[config.mk]
export PLATFORM = sky130hd
export DESIGN_NAME = kmp_pattern_matcher
export DESIGN_NICKNAME = d
export VERILOG_FILES = /design/src/sv/kmp_pkg.sv /design/src/sv/kmp_datapath.sv /design/src/sv/kmp_ctrl.sv /design/src/sv/kmp_pattern_matcher.sv
export SDC_FILE = /design/constraint.sdc
export NUM_CORES = 1
export LEC_CHECK = 0
export BUFFER_PORTS_ARGS = -buffer_cell sky130_fd_sc_hd__clkbuf_2
export CORE_MARGIN = 2
export CORE_UTILIZATION = 55
export CTS_CLUSTER_SIZE = 16
export DETAILED_ROUTE_END_ITERATION = 8
export MAX_ROUTING_LAYER = met4
export PLACE_DENSITY = 0.75
export SETUP_SLACK_MARGIN = 0.05
export SYNTH_ARGS = -nofsm -noshare
export SYNTH_HDL_FRONTEND = slang
export SYNTH_SLANG_ARGS = --single-unit
[constraint.sdc]
create_clock -name clk_i -period 5.55 [get_ports clk_i]
set_input_delay 0.555 -clock clk_i [delete_from_list [all_inputs] [get_ports clk_i]]
set_output_delay 0.555 -clock clk_i [all_outputs]
set_load 0.01 [all_outputs]
[src/sv/kmp_pkg.sv]
// Shared types and constants for the KMP pattern matcher.
package kmp_pkg;

  localparam int unsigned MaxPatternDef = 64;
  localparam int unsigned PosBitsDef    = 16;
  localparam int unsigned StartW        = 16;

  localparam logic FuncPattern = 1'b0;
  localparam logic FuncText    = 1'b1;

  typedef struct packed {
    logic       func;
    logic [7:0] symbol;
    logic       last;
  } kmp_req_t;

  typedef struct packed {
    logic              found;
    logic [StartW-1:0] start_pos;
    logic              pattern_truncated;
    logic              position_saturated;
  } kmp_rsp_t;

  // Commands from the controller to the datapath.
  typedef struct packed {
    logic start;       // take the offered request and do its first step
    logic step;        // fall back one entry through the prefix table
    logic pat_done;    // finish a pattern byte
    logic hit;         // a text match: fetch the fallback of the full length
    logic emit;        // finish a text byte without a match
    logic emit_match;  // finish a text byte with a match
  } kmp_cmd_t;

  // Status from the datapath to the controller.
  typedef struct packed {
    logic in_text;     // offered request is a text byte
    logic pat_walk;    // offered pattern byte needs a fallback walk
    logic is_text;     // request in progress is a text byte
    logic walk_more;   // current candidate mismatches and can fall back
    logic hit;         // text byte completes the pattern
  } kmp_status_t;

endpackage

[src/sv/kmp_datapath.sv]
// Datapath of the KMP matcher: pattern and prefix memories, match state, result register.
module kmp_datapath import kmp_pkg::*; #(
  parameter int unsigned MAX_PATTERN = MaxPatternDef,
  parameter int unsigned POS_BITS    = PosBitsDef
) (
  input  logic        clk_i,
  input  logic        rst_ni,
  input  kmp_req_t    in_req_i,
  input  kmp_cmd_t    cmd_i,
  output kmp_status_t status_o,
  output kmp_rsp_t    out_rsp_o
);

  localparam int unsigned IdxW = $clog2(MAX_PATTERN);
  localparam int unsigned LenW = $clog2(MAX_PATTERN + 1);
  localparam int unsigned CmpW = (POS_BITS > LenW) ? POS_BITS : LenW;

  logic [7:0]      store_mem [MAX_PATTERN];
  logic [IdxW-1:0] prefix_mem [MAX_PATTERN];
  logic [7:0]      store_rd;
  logic [IdxW-1:0] prefix_rd;

  logic [LenW-1:0]     len_q, len_d, matched_q, matched_d, k_q, k_d;
  logic [IdxW-1:0]     build_q, build_d;
  logic [POS_BITS-1:0] pos_q, pos_d;
  logic                complete_q, complete_d, trunc_q, trunc_d;
  logic [7:0]          sym_q, sym_d;
  logic                last_q, last_d, func_q, func_d;
  kmp_rsp_t            out_q, out_d;

  logic            st_we, pf_we;
  logic [IdxW-1:0] st_waddr, pf_waddr, pf_wdata, rd_addr, pf_raddr;
  logic [7:0]      st_wdata;
  logic [LenW-1:0] len_eff, jf, build_ext, prefix_ext, k_dec;
  logic [CmpW-1:0] pos_ext, lenm1_ext, start_diff;
  logic [CmpW+StartW-1:0] start_wide;
  logic            pos_max;

  assign len_eff    = complete_q ? '0 : len_q;
  assign jf         = k_q + LenW'(store_rd == sym_q);
  assign build_ext  = LenW'(build_q);
  assign prefix_ext = LenW'(prefix_rd);
  assign pos_max    = (pos_q == '1);

  // Start position of an occurrence that ends here; clamped at zero.
  assign pos_ext    = CmpW'(pos_q);
  assign lenm1_ext  = CmpW'(len_q - LenW'(1));
  assign start_diff = (pos_ext >= lenm1_ext) ? (pos_ext - lenm1_ext) : '0;
  assign start_wide = {{StartW{1'b0}}, start_diff};

  assign k_dec    = k_d - LenW'(1);
  assign rd_addr  = k_d[IdxW-1:0];
  assign pf_raddr = k_dec[IdxW-1:0];

  always_comb begin
    status_o.in_text   = (in_req_i.func == FuncText);
    status_o.pat_walk  = (len_eff != '0) && (len_eff < LenW'(MAX_PATTERN));
    status_o.is_text   = (func_q == FuncText);
    status_o.walk_more = (k_q != '0) && (store_rd != sym_q);
    status_o.hit       = (func_q == FuncText) && (len_q != '0) && (jf == len_q);
  end

  always_comb begin
    len_d      = len_q;
    build_d    = build_q;
    matched_d  = matched_q;
    pos_d      = pos_q;
    complete_d = complete_q;
    trunc_d    = trunc_q;
    k_d        = k_q;
    sym_d      = sym_q;
    last_d     = last_q;
    func_d     = func_q;
    out_d      = out_q;
    st_we      = 1'b0;
    st_waddr   = len_eff[IdxW-1:0];
    st_wdata   = in_req_i.symbol;
    pf_we      = 1'b0;
    pf_waddr   = len_q[IdxW-1:0];
    pf_wdata   = jf[IdxW-1:0];

    if (cmd_i.start) begin
      sym_d  = in_req_i.symbol;
      last_d = in_req_i.last;
      func_d = in_req_i.func;
      if (in_req_i.func == FuncText) begin
        k_d = (matched_q >= len_q) ? '0 : matched_q;
      end else begin
        if (complete_q) begin
          len_d      = '0;
          build_d    = '0;
          trunc_d    = 1'b0;
          matched_d  = '0;
          pos_d      = '0;
          complete_d = 1'b0;
        end
        if (len_eff == '0) begin
          st_we    = 1'b1;
          st_waddr = '0;
          pf_we    = 1'b1;
          pf_waddr = '0;
          pf_wdata = '0;
          build_d  = '0;
          len_d    = LenW'(1);
          if (in_req_i.last) begin
            complete_d = 1'b1;
          end
        end else if (len_eff >= LenW'(MAX_PATTERN)) begin
          trunc_d = 1'b1;
          if (in_req_i.last) begin
            complete_d = 1'b1;
          end
        end else begin
          st_we = 1'b1;
          k_d   = (build_ext >= len_q) ? '0 : build_ext;
        end
      end
    end

    if (cmd_i.step) begin
      k_d = prefix_ext;
    end

    if (cmd_i.pat_done) begin
      pf_we   = 1'b1;
      build_d = jf[IdxW-1:0];
      len_d   = len_q + LenW'(1);
      if (last_q) begin
        complete_d = 1'b1;
      end
    end

    // Point the candidate at the full length so the next read fetches its fallback.
    if (cmd_i.hit) begin
      k_d = len_q;
    end

    if (cmd_i.emit) begin
      out_d.found     = 1'b0;
      out_d.start_pos = '0;
      if (len_q != '0) begin
        matched_d = jf;
      end
    end

    if (cmd_i.emit_match) begin
      out_d.found     = 1'b1;
      out_d.start_pos = start_wide[StartW-1:0];
      matched_d       = prefix_ext;
    end

    if (cmd_i.emit || cmd_i.emit_match) begin
      out_d.pattern_truncated  = trunc_q;
      out_d.position_saturated = pos_max;
      if (last_q) begin
        pos_d     = '0;
        matched_d = '0;
      end else if (!pos_max) begin
        pos_d = pos_q + POS_BITS'(1);
      end
    end
  end

  always_ff @(posedge clk_i) begin
    if (st_we) begin
      store_mem[st_waddr] <= st_wdata;
    end
    store_rd <= store_mem[rd_addr];
  end

  always_ff @(posedge clk_i) begin
    if (pf_we) begin
      prefix_mem[pf_waddr] <= pf_wdata;
    end
    prefix_rd <= prefix_mem[pf_raddr];
  end

  always_ff @(posedge clk_i or negedge rst_ni) begin
    if (!rst_ni) begin
      len_q      <= '0;
      build_q    <= '0;
      matched_q  <= '0;
      pos_q      <= '0;
      complete_q <= 1'b1;
      trunc_q    <= 1'b0;
    end else begin
      len_q      <= len_d;
      build_q    <= build_d;
      matched_q  <= matched_d;
      pos_q      <= pos_d;
      complete_q <= complete_d;
      trunc_q    <= trunc_d;
    end
  end

  always_ff @(posedge clk_i) begin
    k_q    <= k_d;
    sym_q  <= sym_d;
    last_q <= last_d;
    func_q <= func_d;
    out_q  <= out_d;
  end

  assign out_rsp_o = out_q;

`ifndef ASSERT_OFF
  a_len_bound: assert property (@(posedge clk_i) disable iff (!rst_ni)
    len_q <= LenW'(MAX_PATTERN))
    else $error("pattern length beyond the store");

  a_matched_below_len: assert property (@(posedge clk_i) disable iff (!rst_ni)
    (matched_q == '0) || (matched_q < len_q))
    else $error("matched count not below pattern length");

  a_build_below_len: assert property (@(posedge clk_i) disable iff (!rst_ni)
    (build_q == '0) || (build_ext < len_q))
    else $error("prefix build length not below pattern length");
`endif

endmodule

[src/sv/kmp_ctrl.sv]
// Controller of the KMP matcher: request sequencing and result handshake.
module kmp_ctrl import kmp_pkg::*; (
  input  logic        clk_i,
  input  logic        rst_ni,
  input  logic        in_valid_i,
  output logic        in_ready_o,
  output logic        out_valid_o,
  input  logic        out_ready_i,
  input  kmp_status_t status_i,
  output kmp_cmd_t    cmd_o
);

  localparam logic [1:0] SIdle  = 2'd0;
  localparam logic [1:0] SWalk  = 2'd1;
  localparam logic [1:0] SMatch = 2'd2;

  logic [1:0] state_q, state_d;
  logic       out_valid_q, out_valid_d;
  logic       out_free;

  assign out_free   = !out_valid_q || out_ready_i;
  assign in_ready_o = (state_q == SIdle);

  always_comb begin
    state_d = state_q;
    cmd_o   = '0;
    unique case (state_q)
      SIdle: begin
        if (in_valid_i) begin
          cmd_o.start = 1'b1;
          if (status_i.in_text || status_i.pat_walk) begin
            state_d = SWalk;
          end
        end
      end
      SWalk: begin
        priority if (status_i.walk_more) begin
          cmd_o.step = 1'b1;
        end else if (!status_i.is_text) begin
          cmd_o.pat_done = 1'b1;
          state_d        = SIdle;
        end else if (status_i.hit) begin
          cmd_o.hit = 1'b1;
          state_d   = SMatch;
        end else if (out_free) begin
          // A stalled result holds the candidate, so the memories keep re-reading it.
          cmd_o.emit = 1'b1;
          state_d    = SIdle;
        end
      end
      SMatch: begin
        if (out_free) begin
          cmd_o.emit_match = 1'b1;
          state_d          = SIdle;
        end
      end
      default: begin
        state_d = SIdle;
      end
    endcase
  end

  always_comb begin
    out_valid_d = out_valid_q;
    if (out_ready_i) begin
      out_valid_d = 1'b0;
    end
    if (cmd_o.emit || cmd_o.emit_match) begin
      out_valid_d = 1'b1;
    end
  end

  always_ff @(posedge clk_i or negedge rst_ni) begin
    if (!rst_ni) begin
      state_q     <= SIdle;
      out_valid_q <= 1'b0;
    end else begin
      state_q     <= state_d;
      out_valid_q <= out_valid_d;
    end
  end

  assign out_valid_o = out_valid_q;

`ifndef ASSERT_OFF
  a_emit_into_free_slot: assert property (@(posedge clk_i) disable iff (!rst_ni)
    (cmd_o.emit || cmd_o.emit_match) |-> (!out_valid_q || out_ready_i))
    else $error("result written over a pending response");

  a_match_from_walk: assert property (@(posedge clk_i) disable iff (!rst_ni)
    (state_q == SMatch) |-> ($past(state_q) == SWalk || $past(state_q) == SMatch))
    else $error("match state entered without a walk");

  a_match_emits_found: assert property (@(posedge clk_i) disable iff (!rst_ni)
    cmd_o.emit_match |=> out_valid_o)
    else $error("match result not presented");
`endif

endmodule

[src/sv/kmp_pattern_matcher.sv]
// Top level of the KMP pattern matcher: controller and datapath.
//
//   Channel  Direction  Handshake                 Payload
//   in       input      in_valid_i / in_ready_o   in_req_i  (func, symbol, last)
//   out      output     out_valid_o / out_ready_i out_rsp_o (found, start_pos, flags)
//
// A pattern byte that is the first or an overflow byte is taken in the idle state alone;
// any other pattern byte walks back through the prefix table, one fallback step per cycle
// (set by the single read port of each memory), and then finishes. A text byte walks the
// same way, then passes through the match state when a match ends there. Fallbacks amortize to about one per byte.
// Reset clears all control state; the memories hold no reset value.
// A stalled response holds the next text request in its last step until the slot frees.
module kmp_pattern_matcher import kmp_pkg::*; #(
  parameter int unsigned MAX_PATTERN = MaxPatternDef,
  parameter int unsigned POS_BITS    = PosBitsDef
) (
  input  logic     clk_i,
  input  logic     rst_ni,
  input  logic     in_valid_i,
  output logic     in_ready_o,
  input  kmp_req_t in_req_i,
  output logic     out_valid_o,
  input  logic     out_ready_i,
  output kmp_rsp_t out_rsp_o
);

  kmp_cmd_t    cmd;
  kmp_status_t status;

  kmp_ctrl u_ctrl (
    .clk_i       (clk_i),
    .rst_ni      (rst_ni),
    .in_valid_i  (in_valid_i),
    .in_ready_o  (in_ready_o),
    .out_valid_o (out_valid_o),
    .out_ready_i (out_ready_i),
    .status_i    (status),
    .cmd_o       (cmd)
  );

  kmp_datapath #(
    .MAX_PATTERN (MAX_PATTERN),
    .POS_BITS    (POS_BITS)
  ) u_datapath (
    .clk_i     (clk_i),
    .rst_ni    (rst_ni),
    .in_req_i  (in_req_i),
    .cmd_i     (cmd),
    .status_o  (status),
    .out_rsp_o (out_rsp_o)
  );

endmodule
==> run_results.csv <==
group,metric,value,unit
clocking,clockBufferDepth,3,
placed_design,io_buffers,34,
floorplanning,core,74400,sq um
setup_path,path_max_fanout,32,
logic_synthesis,synth_cell_type_count,76,
clocking,htreeDepth,3,
floorplanning,die_y,278,um
timing,finalSetupViolCount,0,
logic_synthesis,syn-cell-area,41400,sq um
logic_synthesis,netlist_instances,2426,
floorplanning,start_util,0.555,
grt,grt_first_pass_wirelength,141000,um
placed_design,post-place-ws,0.178,ns
timing,worst_slew_pin_slew,1.23,ns
timing,fmax,0.189,GHz
setup_path,critPathKind,"reg2reg",
grt,antenna_found_initial,0,
setup_path,crit_arrival,5.84,ns
floorplanning,die_area,77400,sq um
power_and_ir_drop,leakage,16.2,nW
logic_synthesis,syn_nets,2476,
power_and_ir_drop,irDropWorstVdd,0.488,mV
finish,drive_gt1_frac,0.166,
logic_synthesis,synth_top_area_frac,0.672,
route,drc,0,
placed_design,placedInstanceArea,43200,sq um
grt,first_global_vias,22590,
logic_synthesis,synth_ff_type,"edfxtp_1",
placed_design,dp_hpwl,60700,um
route,drt-initial-drc-count,2385,
logic_synthesis,synth_common_cells,"925 x edfxtp_1, 421 x mux2i_1, 204 x nor2_1, 116 x mux4_2, 75 x nand2_1",
logic_synthesis,postSynthAreaPerCell,17.0,sq um
setup_path,startpoint_type,"flop",
route,vias_per_cell,6.23,
floorplanning,num_rows,100,
timing,fin_crit_sh,0.953,
run,max_cap_violations,0,
timing,clock_skew,0.0427,ns
setup_path,worst_ep_required_time,6.10,ns
timing,fin_ws,0.263,ns
logic_synthesis,synth_enable_flop_cells,925,
run_status,outcome,"complete, no violations",
grt,grt_max_degree,66,
setup_path,critical-path-max-stage-delay,0.49,ns
finish,syn_to_final_growth,12.0,%
clocking,cts_buffers,96,
grt,grt_usage,0.250,
min_path,hold_class,"in2async",
logic_synthesis,synth_most_common_cell,"edfxtp_1",
clocking,path_clk_slew,0.06,ns
clocking,tritoncts,"done",
finish,fill_cells,5125,
route,dr.pass1.iters,8,
timing,setup_tns,0,ns
clocking,cts_root_buf,"clkbuf_16",
placed_design,gp_congestion,0.954,
setup_path,r2r_slack,0.26,ns
route,vias,22495,
finish,stdcell_area,46300,sq um
finish,utilization,0.622,
timing,hold_viol,0,
floorplanning,io_pins,35,
finish,nets,2613,
route,wire_per_inst,25.9,um
setup_path,end_kind,"flop",
timing,rsz0062_at_grt,"false",
clocking,clock_latency,0.67,ns
logic_synthesis,yosys_warnings,0,
route,wl,93500,um
timing,slew_viol_final,0,
logic_synthesis,async_flop_share,0.0415,
clocking,clock-sinks,987,
setup_path,crit_path_cell_trace,"xnor2_1 -> nand4_1 -> nor2_2 -> buf_4 -> ha_1 -> ha_1 -> xor2_1 -> a311oi_1 -> o2111ai_2 -> nor4b_4 -> buf_4 -> and3_1 -> a31o_2 -> inv_8 -> ha_1 -> clkinv_2 -> buf_12 -> buf_4 -> mux4_2 -> mux2i_1 -> a32oi_1 -> and4_1",
finish,n_antenna_cell,0,
timing,max_slew_margin,0.172,
logic_synthesis,yosysTopAreaCell,"edfxtp_1",
route,postRouteAntennaNets,0,
setup_path,critPathLaunch,"u_datapath.sym_q[3]$_DFFE_PP_",
logic_synthesis,synth_area_leaders,"edfxtp_1 67%, mux2i_1 10%, mux4_2 6.3%, dfrtp_1 2.4%, nor2_1 1.9%",
setup_path,r2r_start,"u_datapath.sym_q[3]$_DFFE_PP_",
logic_synthesis,ys_seq_area_frac,0.707,
timing,period_needed,5.29,ns
logic_synthesis,synth-seq-cells,987,
floorplanning,die_x,278,um
power_and_ir_drop,p_per_area,603,nW/um^2
clocking,hold_buffers,0,
setup_path,cp_slowest_cell,"ha_1",
grt,grt_overflow_total,0,
power_and_ir_drop,p_total,0.0279,W
## worst max-delay path: cells and delay by family, from the launching register on
kind / cells / cell delay (ns)
flip-flops: 1 / 0.39
AND/OR/NAND/NOR: 5 / 1.08
AO/OA/AOI/OAI: 4 / 0.91
XOR/XNOR: 2 / 0.30
adder cells (fa/ha/maj): 3 / 0.89
multiplexers: 2 / 0.58
buffers and inverters: 6 / 0.96
## logic make-up after synthesis
kind of cell | count (synthesis) | share of synthesized area
flops | 987 | 0.707
buf+inv | 141 | 0.0187
xor+xnor | 38 | 0.00838
simple gates | 447 | 0.0507
fa+ha+maj | 36 | 0.0111
compound gates | 236 | 0.0380
mux | 541 | 0.166
## layer usage
layer / up-vias / GRT usage / routed length (um)
met5: - / - / 0
met4: 0 / 0.0755 / 2640
met3: 179 / 0.0374 / 6770
met2: 954 / 0.398 / 45700
met1: 11501 / 0.337 / 38300
li1: 9861 / - / -
## area by class of cell
cell class	count	area, sq um	share of cell area
Tap cell	969	1210	0.0262
Clock buffer	117	2500	0.0540
Inverter	29	130	0.00281
Clock inverter	58	513	0.0111
Sequential cell	987	29200	0.631
Timing Repair Buffer	151	1280	0.0278
Multi-Input combinational cell	1298	11400	0.247
## repair_timing
action                     in CTS  in global routing
setup buffers                   0                  2
setup endpoints to repair       0                 14
gates resized for setup         0                  9
## through the flow
stage               std cells  hold slack (ns)
finish                   3609           0.0890
global route             3609            0.109
CTS                      3607           0.0965
detailed placement       3432            0.443
global placement         3432            0.445
floorplan                2426            0.259
## power breakdown
group / total, W / internal (W) / switching (W) / leakage (nW)
Combinational: 0.0125 / 0.00559 / 0.00695 / 5.73
Clock: 0.00625 / 0.00346 / 0.00279 / 1.45
Sequential: 0.00911 / 0.00885 / 0.000267 / 9.03
Total: 0.0279 / 0.0179 / 0.0100 / 16.2
## state kept, by name, summed over array words and instances (netlist names), 2 cells and up
signal,cells
u_datapath.store_mem,512
u_datapath.prefix_mem,384
u_datapath.out_rsp_o,19
u_datapath.pos_ext,16
u_datapath.store_rd,8
u_datapath.sym_q,8
u_datapath.k_q,7
u_datapath.len_q,7
u_datapath.matched_q,7
u_datapath.build_q,6
u_datapath.prefix_rd,6
u_ctrl.state_q,2
## placed cells by master, fill, tap and decap left out, types with 11 or more instances in the layout
| cell | synthesis | layout |
|---|---|---|
| o21ai_0 | 48 | 47 |
| a211oi_1 | 11 | 11 |
| clkbuf_2 | 0 | 34 |
| dfrtp_1 | 40 | 40 |
| ha_1 | 35 | 35 |
| buf_12 | 2 | 17 |
| nor2b_1 | 11 | 11 |
| xnor2_1 | 27 | 26 |
| mux4_2 | 116 | 116 |
| mux2i_1 | 421 | 419 |
| edfxtp_1 | 925 | 925 |
| nor3_1 | 21 | 21 |
| dfxtp_1 | 21 | 21 |
| nand3_1 | 31 | 31 |
| nand4_1 | 16 | 16 |
| nor2_1 | 204 | 199 |
| nand2_1 | 75 | 75 |
| buf_4 | 22 | 98 |
| clkbuf_1 | 42 | 19 |
| clkinv_2 | 0 | 15 |
| and3_1 | 18 | 18 |
| o211ai_1 | 26 | 26 |
| o22ai_1 | 25 | 24 |
| a21oi_1 | 52 | 52 |
| inv_1 | 24 | 24 |
| clkbuf_16 | 0 | 96 |
| or3_1 | 22 | 22 |
| clkinv_1 | 2 | 24 |
## worst paths after layout
check | endpoint | cells past startpoint
worst min-delay path | u_datapath.len_q[1]$_DFFE_PN0P_ | 1
min in group clk_i | u_datapath.last_q$_DFFE_PP_ | 1
worst max register to register | u_datapath.prefix_rd[2]$_DFF_P_ | 22
worst min register to register | u_datapath.out_rsp_o[18]$_SDFFE_PP1N_ | 2
max in group asynchronous | u_ctrl.out_valid_o$_DFFE_PN0P_ | 1
worst max-delay path | u_datapath.prefix_rd[2]$_DFF_P_ | 22
No activity file was read; power rests on OpenSTA's default activity.
